## src/design/qas_pkg.sv

```systemverilog
`timescale 1ns / 1ps
// ----------------------------------------------------------------------------
// Quadrature angle and speed package
// Shared widths, codes, item types, controller states and the output
// saturation helper of the two-channel encoder angle and speed block.
// ----------------------------------------------------------------------------
package qas_pkg;

	// Field and datapath widths.
	localparam int unsigned WRAP_W   = 32;
	localparam int unsigned CNT_W    = 16;
	localparam int unsigned POS_W    = WRAP_W + CNT_W;
	localparam int unsigned DIFF_W   = POS_W + 1;
	localparam int unsigned RES_W    = 15;
	localparam int unsigned TICK_W   = 32;
	localparam int unsigned OUT_W    = 32;
	localparam int unsigned CFG_IDX_W = 2;

	// Serial multiplier and divider widths.
	localparam int unsigned MCAND_W  = 48;
	localparam int unsigned MPLIER_W = 15;
	localparam int unsigned PROD_W   = MCAND_W + MPLIER_W;
	localparam int unsigned NUM_W    = 70;
	localparam int unsigned DEN_W    = RES_W + TICK_W;
	localparam int unsigned QUOT_W   = 32;
	localparam int unsigned STEP_W   = 5;

	// Scale factors: degrees per quarter line, and rpm per line per ms before Q8.
	localparam logic [MPLIER_W-1:0] ANGLE_SCALE = 15'd90;
	localparam logic [MPLIER_W-1:0] SPEED_SCALE = 15'd15000;
	localparam int unsigned         Q_SHIFT     = 8;

	// Request codes.
	localparam logic [1:0] REQ_WRAP   = 2'd0;
	localparam logic [1:0] REQ_TICK   = 2'd1;
	localparam logic [1:0] REQ_SAMPLE = 2'd2;

	// Configuration register indexes.
	localparam logic [CFG_IDX_W-1:0] CFG_RESOLUTION_A = 2'd0;
	localparam logic [CFG_IDX_W-1:0] CFG_RESOLUTION_B = 2'd1;
	localparam logic [CFG_IDX_W-1:0] CFG_INVERT_A     = 2'd2;
	localparam logic [CFG_IDX_W-1:0] CFG_INVERT_B     = 2'd3;

	localparam logic [OUT_W-1:0] S32_MAX = 32'h7FFF_FFFF;
	localparam logic [OUT_W-1:0] S32_MIN = 32'h8000_0000;

	typedef struct packed {
		logic [1:0]       req_type;
		logic             wrap_channel;
		logic             wrap_upward;
		logic [CNT_W-1:0] count_a;
		logic [CNT_W-1:0] count_b;
		logic             clear_a;
		logic             clear_b;
	} qas_req_t;

	typedef struct packed {
		logic signed [OUT_W-1:0] angle_a;
		logic signed [OUT_W-1:0] angle_b;
		logic signed [OUT_W-1:0] speed_a;
		logic signed [OUT_W-1:0] speed_b;
		logic                    speed_fresh;
	} qas_rsp_t;

	typedef struct packed {
		logic done;
		logic ovf;
	} qas_div_stat_t;

	typedef enum logic [2:0] {
		ST_IDLE,
		ST_ANG_MUL,
		ST_ANG_DIV,
		ST_DEN_MUL,
		ST_NUM_MUL,
		ST_SPD_DIV,
		ST_DONE
	} qas_state_t;

	// Applies a sign to a quotient magnitude and clamps it to 32 signed bits.
	// ovf means the magnitude reached 2^32 or more.
	function automatic logic [OUT_W-1:0] sat_word(input logic neg, input logic ovf,
			input logic [QUOT_W-1:0] q);
		logic big;
		big = ovf | q[QUOT_W-1];
		if (neg) begin
			sat_word = big ? S32_MIN : (~q + 32'd1);
		end else begin
			sat_word = big ? S32_MAX : q;
		end
	endfunction

endpackage

```

## src/design/qas_stream_if.sv

```systemverilog
`timescale 1ns / 1ps
// ----------------------------------------------------------------------------
// Quadrature angle and speed stream interface
// Valid/ready channel carrying one payload item per transfer.
// ----------------------------------------------------------------------------
interface qas_stream_if #(
	parameter type payload_t = logic
);
	logic     valid;
	logic     ready;
	payload_t payload;

	modport source (output valid, output payload, input ready);
	modport sink (input valid, input payload, output ready);
endinterface

```

## src/design/qas_mul.sv

```systemverilog
`timescale 1ns / 1ps
// ----------------------------------------------------------------------------
// Quadrature angle and speed serial multiplier
// Shift-and-add multiplier that retires one multiplier bit per cycle.
// ----------------------------------------------------------------------------
module qas_mul (
	input  logic                          clk,
	input  logic                          arst_n,
	input  logic                          start,
	input  logic [qas_pkg::MCAND_W-1:0]   mcand,
	input  logic [qas_pkg::MPLIER_W-1:0]  mplier,
	output logic                          done,
	output logic [qas_pkg::PROD_W-1:0]    product
);

	logic                          busy_q;
	logic                          done_q;
	logic [qas_pkg::PROD_W-1:0]    acc_q;
	logic [qas_pkg::PROD_W-1:0]    mcand_q;
	logic [qas_pkg::MPLIER_W-1:0]  mplier_q;

	always_ff @(posedge clk or negedge arst_n) begin
		if (!arst_n) begin
			busy_q <= 1'b0;
			done_q <= 1'b0;
		end else begin
			done_q <= 1'b0;
			if (start) begin
				busy_q <= 1'b1;
			end else if (busy_q && (mplier_q == '0)) begin
				busy_q <= 1'b0;
				done_q <= 1'b1;
			end
		end
	end

	// The multiplier shifts right and the multiplicand left, one bit a cycle.
	always_ff @(posedge clk) begin
		if (start) begin
			acc_q    <= '0;
			mcand_q  <= qas_pkg::PROD_W'(mcand);
			mplier_q <= mplier;
		end else if (busy_q && (mplier_q != '0)) begin
			if (mplier_q[0]) begin
				acc_q <= acc_q + mcand_q;
			end
			mcand_q  <= mcand_q << 1;
			mplier_q <= mplier_q >> 1;
		end
	end

	assign done    = done_q;
	assign product = acc_q;

endmodule

```

## src/design/qas_div.sv

```systemverilog
`timescale 1ns / 1ps
// ----------------------------------------------------------------------------
// Quadrature angle and speed serial divider
// Restoring divider producing a 32-bit quotient one bit per cycle, with an
// up-front check for quotients of 2^32 or more.
// ----------------------------------------------------------------------------
module qas_div (
	input  logic                         clk,
	input  logic                         arst_n,
	input  logic                         start,
	input  logic [qas_pkg::NUM_W-1:0]    num,
	input  logic [qas_pkg::DEN_W-1:0]    den,
	output qas_pkg::qas_div_stat_t       stat,
	output logic [qas_pkg::QUOT_W-1:0]   quot
);

	localparam int unsigned HI_W = qas_pkg::NUM_W - qas_pkg::QUOT_W;

	logic                          busy_q;
	logic                          done_q;
	logic                          ovf_q;
	logic [qas_pkg::STEP_W-1:0]    step_q;
	logic [qas_pkg::DEN_W-1:0]     rem_q;
	logic [qas_pkg::DEN_W-1:0]     den_q;
	logic [qas_pkg::QUOT_W-1:0]    low_q;
	logic                          start_ovf;
	logic [qas_pkg::DEN_W:0]       trial;
	logic [qas_pkg::DEN_W+1:0]     sub;
	logic                          take;

	// The quotient overflows 32 bits exactly when the upper numerator part
	// already reaches the divisor.
	assign start_ovf = qas_pkg::DEN_W'(num[qas_pkg::NUM_W-1:qas_pkg::QUOT_W]) >= den;

	assign trial = {rem_q, low_q[qas_pkg::QUOT_W-1]};
	assign sub   = {1'b0, trial} - {2'b00, den_q};
	assign take  = !sub[qas_pkg::DEN_W+1];

	always_ff @(posedge clk or negedge arst_n) begin
		if (!arst_n) begin
			busy_q <= 1'b0;
			done_q <= 1'b0;
			ovf_q  <= 1'b0;
			step_q <= '0;
		end else begin
			done_q <= 1'b0;
			if (start) begin
				busy_q <= !start_ovf;
				done_q <= start_ovf;
				ovf_q  <= start_ovf;
				step_q <= '0;
			end else if (busy_q) begin
				step_q <= step_q + qas_pkg::STEP_W'(1);
				if (step_q == '1) begin
					busy_q <= 1'b0;
					done_q <= 1'b1;
				end
			end
		end
	end

	// low_q holds the numerator bits still to come and collects quotient bits.
	always_ff @(posedge clk) begin
		if (start) begin
			rem_q <= qas_pkg::DEN_W'(num[qas_pkg::NUM_W-1:qas_pkg::QUOT_W]);
			low_q <= num[qas_pkg::QUOT_W-1:0];
			den_q <= den;
		end else if (busy_q) begin
			rem_q <= take ? sub[qas_pkg::DEN_W-1:0] : trial[qas_pkg::DEN_W-1:0];
			low_q <= {low_q[qas_pkg::QUOT_W-2:0], take};
		end
	end

	assign stat.done = done_q;
	assign stat.ovf  = ovf_q;
	assign quot      = low_q;

	// HI_W documents the width of the upper numerator slice.
	if (HI_W > qas_pkg::DEN_W) begin : g_width_guard
		$error("numerator upper part wider than divisor");
	end

endmodule

```

## src/design/quadrature_angle_and_speed_core.sv

```systemverilog
`timescale 1ns / 1ps
// ----------------------------------------------------------------------------
// Quadrature angle and speed core
// Two-channel encoder position tracker that turns wrap events, millisecond
// ticks and sample requests into angles in degrees and speeds in Q23.8 rpm.
// ----------------------------------------------------------------------------
//
//  Channel   Kind                 Payload      Transfer
//  --------  -------------------  -----------  -------------------------------
//  req_ch    stream sink          qas_req_t    valid && ready at clk rise
//  rsp_ch    stream source        qas_rsp_t    valid && ready at clk rise
//  cfg       write port           cfg_data     cfg_we high at clk rise
//
//  A wrap or tick request is absorbed in the cycle of its transfer. A sample
//  request runs one shared shift-and-add multiplier (one multiplier bit per
//  cycle) and one shared restoring divider (one quotient bit per cycle) over
//  both channels; speeds are recomputed only when a tick has elapsed, and the
//  32-step divider sets most of the time a sample takes. Requests are refused
//  while a sample is in work.
//  Reset clears the position, tick and speed state and loads resolutions of
//  one. A result waits in the output register while the next request is taken;
//  only a further finished sample waits for that register to drain.
//
module quadrature_angle_and_speed_core (
	input  logic                              clk,
	input  logic                              arst_n,
	qas_stream_if.sink                        req_ch,
	qas_stream_if.source                      rsp_ch,
	input  logic                              cfg_we,
	input  logic [qas_pkg::CFG_IDX_W-1:0]     cfg_index,
	input  logic [qas_pkg::RES_W-1:0]         cfg_data
);

	qas_pkg::qas_req_t             req_item;
	qas_pkg::qas_rsp_t             rsp_data_q;
	logic                          rsp_valid_q;

	qas_pkg::qas_state_t           state_q;
	qas_pkg::qas_state_t           state_d;
	logic                          ch_q;
	logic                          issued_q;
	logic                          fresh_q;

	// Configuration.
	logic [qas_pkg::RES_W-1:0]     res_q [2];
	logic                          inv_q [2];

	// Architectural state.
	logic [qas_pkg::WRAP_W-1:0]    wrap_q [2];
	logic [qas_pkg::POS_W-1:0]     prev_q [2];
	logic [qas_pkg::TICK_W-1:0]    ticks_q;
	logic [qas_pkg::OUT_W-1:0]     held_q [2];

	// Per-sample working registers.
	logic [qas_pkg::POS_W-1:0]     full_q [2];
	logic [qas_pkg::DIFF_W-1:0]    diff_q [2];
	logic [qas_pkg::OUT_W-1:0]     ang_q [2];
	logic [qas_pkg::DEN_W-1:0]     den_q;

	logic                          req_fire;
	logic                          rsp_fire;
	logic                          rsp_load;
	logic [qas_pkg::POS_W-1:0]     pos_next [2];

	logic [qas_pkg::RES_W-1:0]     res_eff;
	logic [qas_pkg::POS_W-1:0]     full_sel;
	logic [qas_pkg::DIFF_W-1:0]    diff_sel;
	logic [qas_pkg::POS_W-1:0]     full_neg;
	logic [qas_pkg::MCAND_W-1:0]   full_mag;
	logic [qas_pkg::DIFF_W-1:0]    diff_neg;
	logic [qas_pkg::MCAND_W-1:0]   diff_mag;

	logic                          mul_start;
	logic [qas_pkg::MCAND_W-1:0]   mul_mcand;
	logic [qas_pkg::MPLIER_W-1:0]  mul_mplier;
	logic                          mul_done;
	logic [qas_pkg::PROD_W-1:0]    mul_prod;

	logic                          div_start;
	logic [qas_pkg::NUM_W-1:0]     div_num;
	logic [qas_pkg::DEN_W-1:0]     div_den;
	qas_pkg::qas_div_stat_t        div_stat;
	logic [qas_pkg::QUOT_W-1:0]    div_quot;

	assign req_item       = req_ch.payload;
	assign req_ch.ready   = (state_q == qas_pkg::ST_IDLE);
	assign req_fire       = req_ch.valid && req_ch.ready;
	assign rsp_ch.valid   = rsp_valid_q;
	assign rsp_ch.payload = rsp_data_q;
	assign rsp_fire       = rsp_ch.valid && rsp_ch.ready;

	// A clear flag takes both the wrap count and the hardware count as zero, so
	// the full position is zero. Otherwise it is the wrap count over the count.
	assign pos_next[0] = req_item.clear_a ? '0 : {wrap_q[0], req_item.count_a};
	assign pos_next[1] = req_item.clear_b ? '0 : {wrap_q[1], req_item.count_b};

	// Operands of the channel in work. A resolution of zero acts as one.
	assign res_eff  = (res_q[ch_q] == '0) ? qas_pkg::RES_W'(1) : res_q[ch_q];
	assign full_sel = full_q[ch_q];
	assign diff_sel = diff_q[ch_q];
	assign full_neg = ~full_sel + qas_pkg::POS_W'(1);
	assign full_mag = full_sel[qas_pkg::POS_W-1] ? full_neg : full_sel;
	assign diff_neg = ~diff_sel + qas_pkg::DIFF_W'(1);
	assign diff_mag = diff_sel[qas_pkg::DIFF_W-1] ? diff_neg[qas_pkg::MCAND_W-1:0]
		: diff_sel[qas_pkg::MCAND_W-1:0];

	qas_mul u_mul (
		.clk     (clk),
		.arst_n  (arst_n),
		.start   (mul_start),
		.mcand   (mul_mcand),
		.mplier  (mul_mplier),
		.done    (mul_done),
		.product (mul_prod)
	);

	qas_div u_div (
		.clk    (clk),
		.arst_n (arst_n),
		.start  (div_start),
		.num    (div_num),
		.den    (div_den),
		.stat   (div_stat),
		.quot   (div_quot)
	);

	always_ff @(posedge clk or negedge arst_n) begin
		if (!arst_n) begin
			state_q <= qas_pkg::ST_IDLE;
		end else begin
			state_q <= state_d;
		end
	end

	// Sequencer. Each arithmetic state launches its unit once and moves on
	// when the unit reports done. Channel A runs first, then channel B.
	always_comb begin
		state_d    = state_q;
		mul_start  = 1'b0;
		div_start  = 1'b0;
		rsp_load   = 1'b0;
		mul_mcand  = full_mag;
		mul_mplier = qas_pkg::ANGLE_SCALE;
		div_num    = qas_pkg::NUM_W'(mul_prod);
		div_den    = qas_pkg::DEN_W'(res_eff);
		case (state_q)
			qas_pkg::ST_IDLE: begin
				if (req_fire && (req_item.req_type == qas_pkg::REQ_SAMPLE)) begin
					state_d = qas_pkg::ST_ANG_MUL;
				end
			end
			qas_pkg::ST_ANG_MUL: begin
				mul_start = !issued_q;
				if (mul_done) begin
					state_d = qas_pkg::ST_ANG_DIV;
				end
			end
			qas_pkg::ST_ANG_DIV: begin
				div_start = !issued_q;
				if (div_stat.done) begin
					if (fresh_q) begin
						state_d = qas_pkg::ST_DEN_MUL;
					end else if (ch_q) begin
						state_d = qas_pkg::ST_DONE;
					end else begin
						state_d = qas_pkg::ST_ANG_MUL;
					end
				end
			end
			qas_pkg::ST_DEN_MUL: begin
				mul_mcand  = qas_pkg::MCAND_W'(ticks_q);
				mul_mplier = res_eff;
				mul_start  = !issued_q;
				if (mul_done) begin
					state_d = qas_pkg::ST_NUM_MUL;
				end
			end
			qas_pkg::ST_NUM_MUL: begin
				mul_mcand  = diff_mag;
				mul_mplier = qas_pkg::SPEED_SCALE;
				mul_start  = !issued_q;
				if (mul_done) begin
					state_d = qas_pkg::ST_SPD_DIV;
				end
			end
			qas_pkg::ST_SPD_DIV: begin
				// The product stays below 2^62, so the Q8 shift fits the numerator.
				div_num   = {mul_prod[qas_pkg::NUM_W-qas_pkg::Q_SHIFT-1:0],
					{qas_pkg::Q_SHIFT{1'b0}}};
				div_den   = den_q;
				div_start = !issued_q;
				if (div_stat.done) begin
					state_d = ch_q ? qas_pkg::ST_DONE : qas_pkg::ST_ANG_MUL;
				end
			end
			qas_pkg::ST_DONE: begin
				if (!rsp_valid_q || rsp_ch.ready) begin
					rsp_load = 1'b1;
					state_d  = qas_pkg::ST_IDLE;
				end
			end
			default: begin
				state_d = qas_pkg::ST_IDLE;
			end
		endcase
	end

	// Control, configuration and architectural state.
	always_ff @(posedge clk or negedge arst_n) begin
		if (!arst_n) begin
			ch_q        <= 1'b0;
			issued_q    <= 1'b0;
			fresh_q     <= 1'b0;
			rsp_valid_q <= 1'b0;
			res_q[0]    <= qas_pkg::RES_W'(1);
			res_q[1]    <= qas_pkg::RES_W'(1);
			inv_q[0]    <= 1'b0;
			inv_q[1]    <= 1'b0;
			wrap_q[0]   <= '0;
			wrap_q[1]   <= '0;
			prev_q[0]   <= '0;
			prev_q[1]   <= '0;
			ticks_q     <= '0;
			held_q[0]   <= '0;
			held_q[1]   <= '0;
		end else begin
			if (cfg_we) begin
				case (cfg_index)
					qas_pkg::CFG_RESOLUTION_A: res_q[0] <= cfg_data;
					qas_pkg::CFG_RESOLUTION_B: res_q[1] <= cfg_data;
					qas_pkg::CFG_INVERT_A:     inv_q[0] <= cfg_data[0];
					qas_pkg::CFG_INVERT_B:     inv_q[1] <= cfg_data[0];
					default: begin
					end
				endcase
			end

			// Entering the angle multiply from anywhere but idle starts channel B.
			if (state_q == qas_pkg::ST_IDLE) begin
				ch_q <= 1'b0;
			end else if ((state_q != qas_pkg::ST_ANG_MUL)
					&& (state_d == qas_pkg::ST_ANG_MUL)) begin
				ch_q <= 1'b1;
			end

			if (mul_start || div_start) begin
				issued_q <= 1'b1;
			end else if (mul_done || div_stat.done) begin
				issued_q <= 1'b0;
			end

			if (req_fire) begin
				case (req_item.req_type)
					qas_pkg::REQ_WRAP: begin
						if (req_item.wrap_upward) begin
							wrap_q[req_item.wrap_channel] <=
								wrap_q[req_item.wrap_channel] + qas_pkg::WRAP_W'(1);
						end else begin
							wrap_q[req_item.wrap_channel] <=
								wrap_q[req_item.wrap_channel] - qas_pkg::WRAP_W'(1);
						end
					end
					qas_pkg::REQ_TICK: begin
						// The tick counter sticks at its maximum.
						if (ticks_q != '1) begin
							ticks_q <= ticks_q + qas_pkg::TICK_W'(1);
						end
					end
					qas_pkg::REQ_SAMPLE: begin
						fresh_q <= (ticks_q != '0);
						if (req_item.clear_a) begin
							wrap_q[0] <= '0;
						end
						if (req_item.clear_b) begin
							wrap_q[1] <= '0;
						end
					end
					default: begin
					end
				endcase
			end

			if ((state_q == qas_pkg::ST_SPD_DIV) && div_stat.done) begin
				held_q[ch_q] <= qas_pkg::sat_word(diff_sel[qas_pkg::DIFF_W-1],
					div_stat.ovf, div_quot);
			end

			// The new positions become the reference once the speeds are out.
			if (rsp_load && fresh_q) begin
				prev_q[0] <= full_q[0];
				prev_q[1] <= full_q[1];
				ticks_q   <= '0;
			end

			if (rsp_load) begin
				rsp_valid_q <= 1'b1;
			end else if (rsp_fire) begin
				rsp_valid_q <= 1'b0;
			end
		end
	end

	// Working registers and the result register.
	always_ff @(posedge clk) begin
		if (req_fire && (req_item.req_type == qas_pkg::REQ_SAMPLE)) begin
			full_q[0] <= pos_next[0];
			full_q[1] <= pos_next[1];
			diff_q[0] <= {pos_next[0][qas_pkg::POS_W-1], pos_next[0]}
				- {prev_q[0][qas_pkg::POS_W-1], prev_q[0]};
			diff_q[1] <= {pos_next[1][qas_pkg::POS_W-1], pos_next[1]}
				- {prev_q[1][qas_pkg::POS_W-1], prev_q[1]};
		end
		if ((state_q == qas_pkg::ST_ANG_DIV) && div_stat.done) begin
			ang_q[ch_q] <= qas_pkg::sat_word(full_sel[qas_pkg::POS_W-1] ^ inv_q[ch_q],
				div_stat.ovf, div_quot);
		end
		if ((state_q == qas_pkg::ST_DEN_MUL) && mul_done) begin
			den_q <= mul_prod[qas_pkg::DEN_W-1:0];
		end
		if (rsp_load) begin
			rsp_data_q.angle_a     <= ang_q[0];
			rsp_data_q.angle_b     <= ang_q[1];
			rsp_data_q.speed_a     <= held_q[0];
			rsp_data_q.speed_b     <= held_q[1];
			rsp_data_q.speed_fresh <= fresh_q;
		end
	end

	// The two arithmetic units never finish in the same cycle.
	a_units_exclusive: assert property (@(posedge clk) disable iff (!arst_n)
		!(mul_done && div_stat.done))
		else $error("multiplier and divider finished together");

	// A unit only reports done for an operation the sequencer launched.
	a_done_was_issued: assert property (@(posedge clk) disable iff (!arst_n)
		(mul_done || div_stat.done) |-> issued_q)
		else $error("arithmetic unit finished without a launch");

	// A sample transfer starts with the channel A angle.
	a_sample_starts: assert property (@(posedge clk) disable iff (!arst_n)
		(req_fire && (req_item.req_type == qas_pkg::REQ_SAMPLE))
		|=> (state_q == qas_pkg::ST_ANG_MUL) && !ch_q)
		else $error("sample did not start on channel A");

	// A speed update restarts the tick count.
	a_ticks_cleared: assert property (@(posedge clk) disable iff (!arst_n)
		(rsp_load && fresh_q) |=> (ticks_q == '0))
		else $error("tick count not cleared after speed update");

	// A finished sample is always offered on the result channel.
	a_result_offered: assert property (@(posedge clk) disable iff (!arst_n)
		rsp_load |=> rsp_ch.valid)
		else $error("finished sample not offered");

endmodule
```

## src/flat_wrapper.sv

```systemverilog
// flat-port wrapper written by rule: the top's interface ports become plain ports
module quadrature_angle_and_speed_core_flat 
  (clk, arst_n, cfg_we, cfg_index, cfg_data, req_ch_valid, req_ch_payload, req_ch_ready, rsp_ch_valid, rsp_ch_payload, rsp_ch_ready);
  qas_stream_if req_ch_i ();
  qas_stream_if rsp_ch_i ();
  input  logic clk;
  input  logic arst_n;
  input  logic cfg_we;
  input  logic [qas_pkg::CFG_IDX_W-1:0] cfg_index;
  input  logic [qas_pkg::RES_W-1:0] cfg_data;
  input wire logic [$bits(req_ch_i.valid)-1:0] req_ch_valid;
  input wire logic [$bits(req_ch_i.payload)-1:0] req_ch_payload;
  output wire logic [$bits(req_ch_i.ready)-1:0] req_ch_ready;
  output wire logic [$bits(rsp_ch_i.valid)-1:0] rsp_ch_valid;
  output wire logic [$bits(rsp_ch_i.payload)-1:0] rsp_ch_payload;
  input wire logic [$bits(rsp_ch_i.ready)-1:0] rsp_ch_ready;
  assign req_ch_i.valid = req_ch_valid;
  assign req_ch_i.payload = req_ch_payload;
  assign req_ch_ready = req_ch_i.ready;
  assign rsp_ch_valid = rsp_ch_i.valid;
  assign rsp_ch_payload = rsp_ch_i.payload;
  assign rsp_ch_i.ready = rsp_ch_ready;
  quadrature_angle_and_speed_core u_core (.clk(clk), .arst_n(arst_n), .req_ch(req_ch_i), .rsp_ch(rsp_ch_i), .cfg_we(cfg_we), .cfg_index(cfg_index), .cfg_data(cfg_data));
endmodule
```

## config.mk

```make
export PLATFORM = sky130hd
export DESIGN_NAME = quadrature_angle_and_speed_core_flat
export DESIGN_NICKNAME = d
export VERILOG_FILES = /design/src/design/qas_pkg.sv /design/src/design/qas_stream_if.sv /design/src/design/qas_mul.sv /design/src/design/qas_div.sv /design/src/design/quadrature_angle_and_speed_core.sv /design/src/flat_wrapper.sv
export SDC_FILE = /design/constraint.sdc
export NUM_CORES = 1
export LEC_CHECK = 0
export BUFFER_PORTS_ARGS = -buffer_cell sky130_fd_sc_hd__buf_2
export CAP_MARGIN = 25
export CORE_ASPECT_RATIO = 2
export CORE_MARGIN = 2
export CORE_UTILIZATION = 29
export CTS_CLUSTER_SIZE = 12
export DETAILED_ROUTE_END_ITERATION = 16
export HOLD_SLACK_MARGIN = 0.03
export PLACE_DENSITY_LB_ADDON = 0.2
export SYNTH_ARGS = -nofsm -noshare
export SYNTH_HDL_FRONTEND = slang
export SYNTH_SLANG_ARGS = --single-unit
```

## constraint.sdc

```tcl
create_clock -name clk -period 2.5 [get_ports clk]
set_clock_uncertainty 0.2 [all_clocks]
set_input_delay 0.25 -clock clk [delete_from_list [all_inputs] [get_ports clk]]
set_output_delay 0.25 -clock clk [all_outputs]
set_load 0.1 [all_outputs]
```

# Yosys cells after proc, flatten, opt, wreduce, memory -nomap -nowiden
# Index checks and enable logic that the tools add are counted.
# word_totals
reg_bits	233
inputBits	23
out_inout_bits	3
word_cells	105
# classes
n_addsub	4
magnitude_cmp	2
eq_ne	10
muxes	43
n_bitwise	3
n_reduce_logical	27
# ops
operator	count
$mux W48	4
$add A48 B1 Y48 const B	2
$not A48 Y48 const A	2
$pmux W48 S2	1
$mux W15	6
$mux W70	1
$add A63 B63 Y63	1
$ge A38 B47 Y1	1
$mux W47	1
$logic_not A15 Y1	2
$pmux W15 S2	1
$mux W1	20
$mux W3	6
$pmux W3 S6	1
$reduce_bool A15 Y1	1
$reduce_bool A2 Y1	6
$mux W5	2
$eq A3 B3 Y1 const B	3
$eq A3 B1 Y1 const B	2
$eq A3 B2 Y1 const B	2
$reduce_and A2 Y1	3
$add A5 B1 Y5 const B	1
$eq A5 B5 Y1 const B	1
$logic_and A1 B1 Y1	5
other kinds (10)	14

# Depth between registers and ports, before layout
# depth
ltp_word	10
mapped_depth	7
ltp_nobuf	7

# Hierarchy
# Synthesis repeated with hierarchy kept, for this count alone.
# hier_totals
hier_cells	2436
hier_area_um2	23042.1
# modules_own_cells
mod	n_inst	cells_each	area_each_um2
qas_div	1	954	9351.5
qas_mul	1	1010	9310.2
quadrature_angle_and_speed_core	1	472	4380.5

# Worst setup path after synthesis
# No wires, ideal clock.
# synth_path
path_type	reg-to-reg
start	reg u_core.state_q[2]
end	reg u_core.ch_q
arrival_ns	2.310
t_required_ns	2.095
slack_ns	-0.216
path_stages_with_launch	5
n_path_buf	1
path_cell_list	dfrtp_1 > buf_6 > or2_2 > nor2_1 > o32ai_2
# synth_via
elab_cells_between_ends	19
classes_between	8 x eq/ne; 7 x mux; 4 x reduce/logical
# synth_lines
item	line_no	source
from (decl)	quadrature_angle_and_speed_core.sv:38	qas_pkg::qas_state_t state_q;
from (signal assigned)	quadrature_angle_and_speed_core.sv:129	state_q <= qas_pkg::ST_IDLE;
from (signal assigned)	quadrature_angle_and_speed_core.sv:131	state_q <= state_d;
$logic_not A3 Y1 *	-	
net req_ch_ready	flat_wrapper.sv:13	output wire logic [$bits(req_ch_i.ready)-1:0] req_ch_ready;
$pmux W3 S6	quadrature_angle_and_speed_core.sv:146	case (state_q)
$eq A3 B1 Y1	quadrature_angle_and_speed_core.sv:242	&& (state_d == qas_pkg::ST_ANG_MUL)) begin
$logic_and A1 B1 Y1	quadrature_angle_and_speed_core.sv:242	
$reduce_bool A2 Y1 (no source line)	-	
to (signal assigned)	quadrature_angle_and_speed_core.sv:211	ch_q <= 1'b0;
to (signal assigned)	quadrature_angle_and_speed_core.sv:240	ch_q <= 1'b0;
to (signal assigned)	quadrature_angle_and_speed_core.sv:243	ch_q <= 1'b1;
to (decl)	quadrature_angle_and_speed_core.sv:40	logic ch_q;
# Mark *: on every way through the listed nets, which the timed path passes. The rest lies on a longest branch.
# A chain may end at the register's enable or synchronous reset.

# Worst setup path in the final report
# layout_path
start	reg u_core.state_q[2]
end	out req_ch_ready
# layout_via
elab_chain_len	1
# layout_lines
item	line_no	source
$logic_not A3 Y1	quadrature_angle_and_speed_core.sv:86	assign req_ch.ready = (state_q == qas_pkg::ST_IDLE);
to (decl)	flat_wrapper.sv:13	
# No other way between the ends.

==> results_dict.tcl <==
set metrics [dict create \
    setup_viol 0 \
    grt_usage_pct 13.30 \
    vias 2123 \
    routedWlPerCell_um 15.63 \
    grt_pass1_vias 2295 \
    crit_type "flip-flop to output port" \
    ys_top_cells_by_area "dfrtp_1 36%, edfxtp_1 15%, mux2_2 11%" \
    netlist_area_sq_mm 0.003023 \
    cts_tree "yes" \
    start_util_pct 29.78 \
    status "finished clean" \
    worst_setup_path_end_kind "output port" \
    cts-buffers-inserted 9 \
    coreArea_sq_mm 0.01015 \
    postRouteAntennaNets 0 \
    root_buffer "clkbuf_16" \
    postCtsSetupRepairBufs 0 \
    drt_wl_total_um 6860 \
    drt_pass1_iterations 5 \
    ctsResizeCount 0 \
    power.total_uw 2519 \
    powerDensity_mw_per_mm2 675.5 \
    fin_crit_sh_pct 86.61 \
    cts.sinks 60 \
    fill_cells 1062 \
    crit_chain "or2_2 > nor2_2 > buf_2" \
    slew_violations 0 \
    yosysTopAreaCell "dfrtp_1" \
    nNetsFinal 325 \
    cp.arrival_ns 1.72 \
    rsz0062_at_grt "no" \
    relSlewSlack_pct 59.99 \
    dieHeight_um 148.4 \
    rows 52 \
    grt_max_degree 24 \
    hold_viol_final 0 \
    syn2layout_area_growth_pct 23.39 \
    seq_area_frac_synth_pct 52.24 \
    irDropWorstVdd_v 0.0003937 \
    diodes 0 \
    routabilityCongestion 0.7930 \
    critPathMaxStageDelay_ns 0.46 \
    async_flop_share_pct 75.00 \
    drive_gt1_share_pct 29.61 \
    io_buffers 22 \
    postSynthAreaPerCell_sq_um 11.95 \
    clockBufferDepth 2 \
    finalCriticalPeriod_ns 2.165 \
    drtIter0Drc 84 \
    ctsHoldBuffers 16 \
    synth_nets 278 \
    synth-edff-count 15 \
    yosysWarnings 0 \
    io_pins 26 \
    grt_overflow_total 0 \
    cap_violations 0 \
    synth.top_cell.area_share_pct 35.60 \
    timing.hold.ws_ns 0.06192 \
    synth_cells 253 \
    crit_slowest_cell "dfrtp_1" \
    required_ns 2.05 \
    tns_ns 0 \
    hold_class "input port to flip-flop" \
    die_w_um 76.20 \
    clkLatencyLatePin_ns 0.32 \
    tightest_slew_ns 0.6002 \
    drt-vias-per-instance 4.836 \
    grt_pass1_wl_um 11400 \
    dieArea_sq_mm 0.01131 \
    dp_hpwl_um 5235 \
    ys_seq_elements 60 \
    antenna_found_initial 0 \
    synthFlopType "dfrtp_1" \
    h-tree-depth 3 \
    cp-start-kind "flip-flop" \
    p_leak_uw 0.001533 \
    fmax_ghz 0.4618 \
    crit_fanout 8 \
    drc 0 \
    synth_cell_types 51 \
    clk_pin_slew_ns 0.05 \
]
[power by group]
part           leakage (uW)  internal, uW  switching (uW)
Sequential         0.000698          1100            76.3
Combinational      0.000698           129            88.2
Clock              0.000137           733             392
[layer usage]
metal | global-route usage (%) | part of all wire, % | vias to the layer above
met3 | 2.731 | 1.9 | 9
met2 | 26.79 | 60 | 23
met4 | 6.545 | 2.1 | 0
met5 | 0 | 0 | -
li1 | - | - | 1026
met1 | 12.34 | 36 | 1065
[logic make-up after synthesis]
logic type | count (synthesis) | synth area share [%]
XOR/XNOR | 3 | 0.8694
buffers and inverters | 22 | 4.263
other | 1 | 0.1241
multiplexers | 47 | 16.80
flip-flops | 60 | 52.23
AND/OR/NAND/NOR | 70 | 12.79
adder cells (fa/ha/maj) | 2 | 0.8277
AO/OA/AOI/OAI | 48 | 12.09
[sequential cells by signal, indices dropped and copies added (netlist names)]
name,flops
u_core.u_div.busy_q,1
u_core.ch_q,1
u_core.res_q,30
u_core.u_mul.mplier_q,15
u_core.issued_q,1
u_core.u_div.step_q,5
u_core.u_mul.done,1
u_core.u_div.done_q,1
u_core.u_mul.busy_q,1
u_core.rsp_ch.valid,1
u_core.state_q,3
[per-stage QoR]
step           setup slack, ns  cell area (sq um)  cells  utilization (%)
6_report                0.3347               3730    439            36.75
5_1_grt                 0.2792               3730    439            36.75
4_1_cts                 0.3295               3730    439            36.75
3_5_place_dp            0.4688               3292    408            32.43
3_3_place_gp            0.4566               3292    408            32.43
2_1_floorplan           0.3118               3025    253                -
[cells in the final DEF, fill, tap and decap left out, types with 2 or more instances in the layout]
cell type      instances
a211o_1                2
a21o_1                 3
a21oi_1                8
buf_2                 22
buf_4                 11
clkbuf_16              9
clkbuf_8               3
clkinv_1               3
dfrtp_1               43
dfstp_2                2
dlygate4sd3_1         16
edfxtp_1              15
ha_1                   2
inv_1                  9
mux2_2                30
mux2i_1               17
nand2_1               12
nand2b_1               4
nand3_1                2
nand4_1                4
nor2_1                22
nor2b_1                3
nor3_1                 4
nor3b_2                3
nor4_1                 7
o21a_1                 3
o21ai_0                6
o21bai_1               3
o221ai_1               4
o22ai_1                6
o311ai_1               2
or2_2                  2
xor2_1                 2
[path summary, 6_finish.rpt]
check	from	to	slack [ns]	cells after the start
setup / recovery	u_core.state_q[2]$_DFF_PN0_	req_ch_ready	0.33	3
hold / removal	rsp_ch_ready	u_core.rsp_ch.valid$_DFFE_PN0P_	0.06	3
setup reg to reg	u_core.state_q[0]$_DFF_PN0_	u_core.u_mul.mplier_q[1]$_DFFE_PP_	0.45	5
min in group asynchronous	arst_n	u_core.res_q[19]$_DFFE_PN0P_	0.07	2
hold reg to reg	u_core.u_mul.busy_q$_DFFE_PN0P_	u_core.u_mul.busy_q$_DFFE_PN0P_	0.30	1
max in group asynchronous	arst_n	u_core.res_q[15]$_DFFE_PN1P_	1.49	3
[layout make-up]
class / instances / area, sq um / area share, %
tap: 135 / 168.9 / 4.529
clock inverter: 3 / 11.26 / 0.3019
clock buffer: 12 / 266.5 / 7.145
timing repair buffer: 49 / 352.8 / 9.460
multi-input combinational: 171 / 1318 / 35.32
sequential: 60 / 1579 / 42.33
inverter: 9 / 33.78 / 0.9057
[critical path: cells and delay by family (launching register included)]
kind                   cells  cell delay (ns)
buffers and inverters      1             0.45
flip-flops                 1             0.46
AND/OR/NAND/NOR            2             0.48
[synthesized netlist by cell type (2+ instances only)]
library cell / number
dfrtp_1: 43
buf_6: 3
mux2_2: 30
mux2i_1: 17
buf_4: 5
nor3_1: 4
a21o_1: 3
buf_2: 3
o221ai_1: 4
nand2b_1: 4
inv_1: 9
o21ai_0: 6
a21oi_1: 8
o311ai_1: 2
o22ai_1: 6
nor2b_1: 3
o21a_1: 3
ha_1: 2
nor3b_2: 3
or2_2: 2
nand3_1: 2
nor2_1: 23
nand4_1: 4
a211o_1: 2
xor2_1: 2
dfstp_2: 2
nand2_1: 12
nor4_1: 7
o21bai_1: 3
edfxtp_1: 15
No activity file was read; power rests on OpenSTA's default activity.
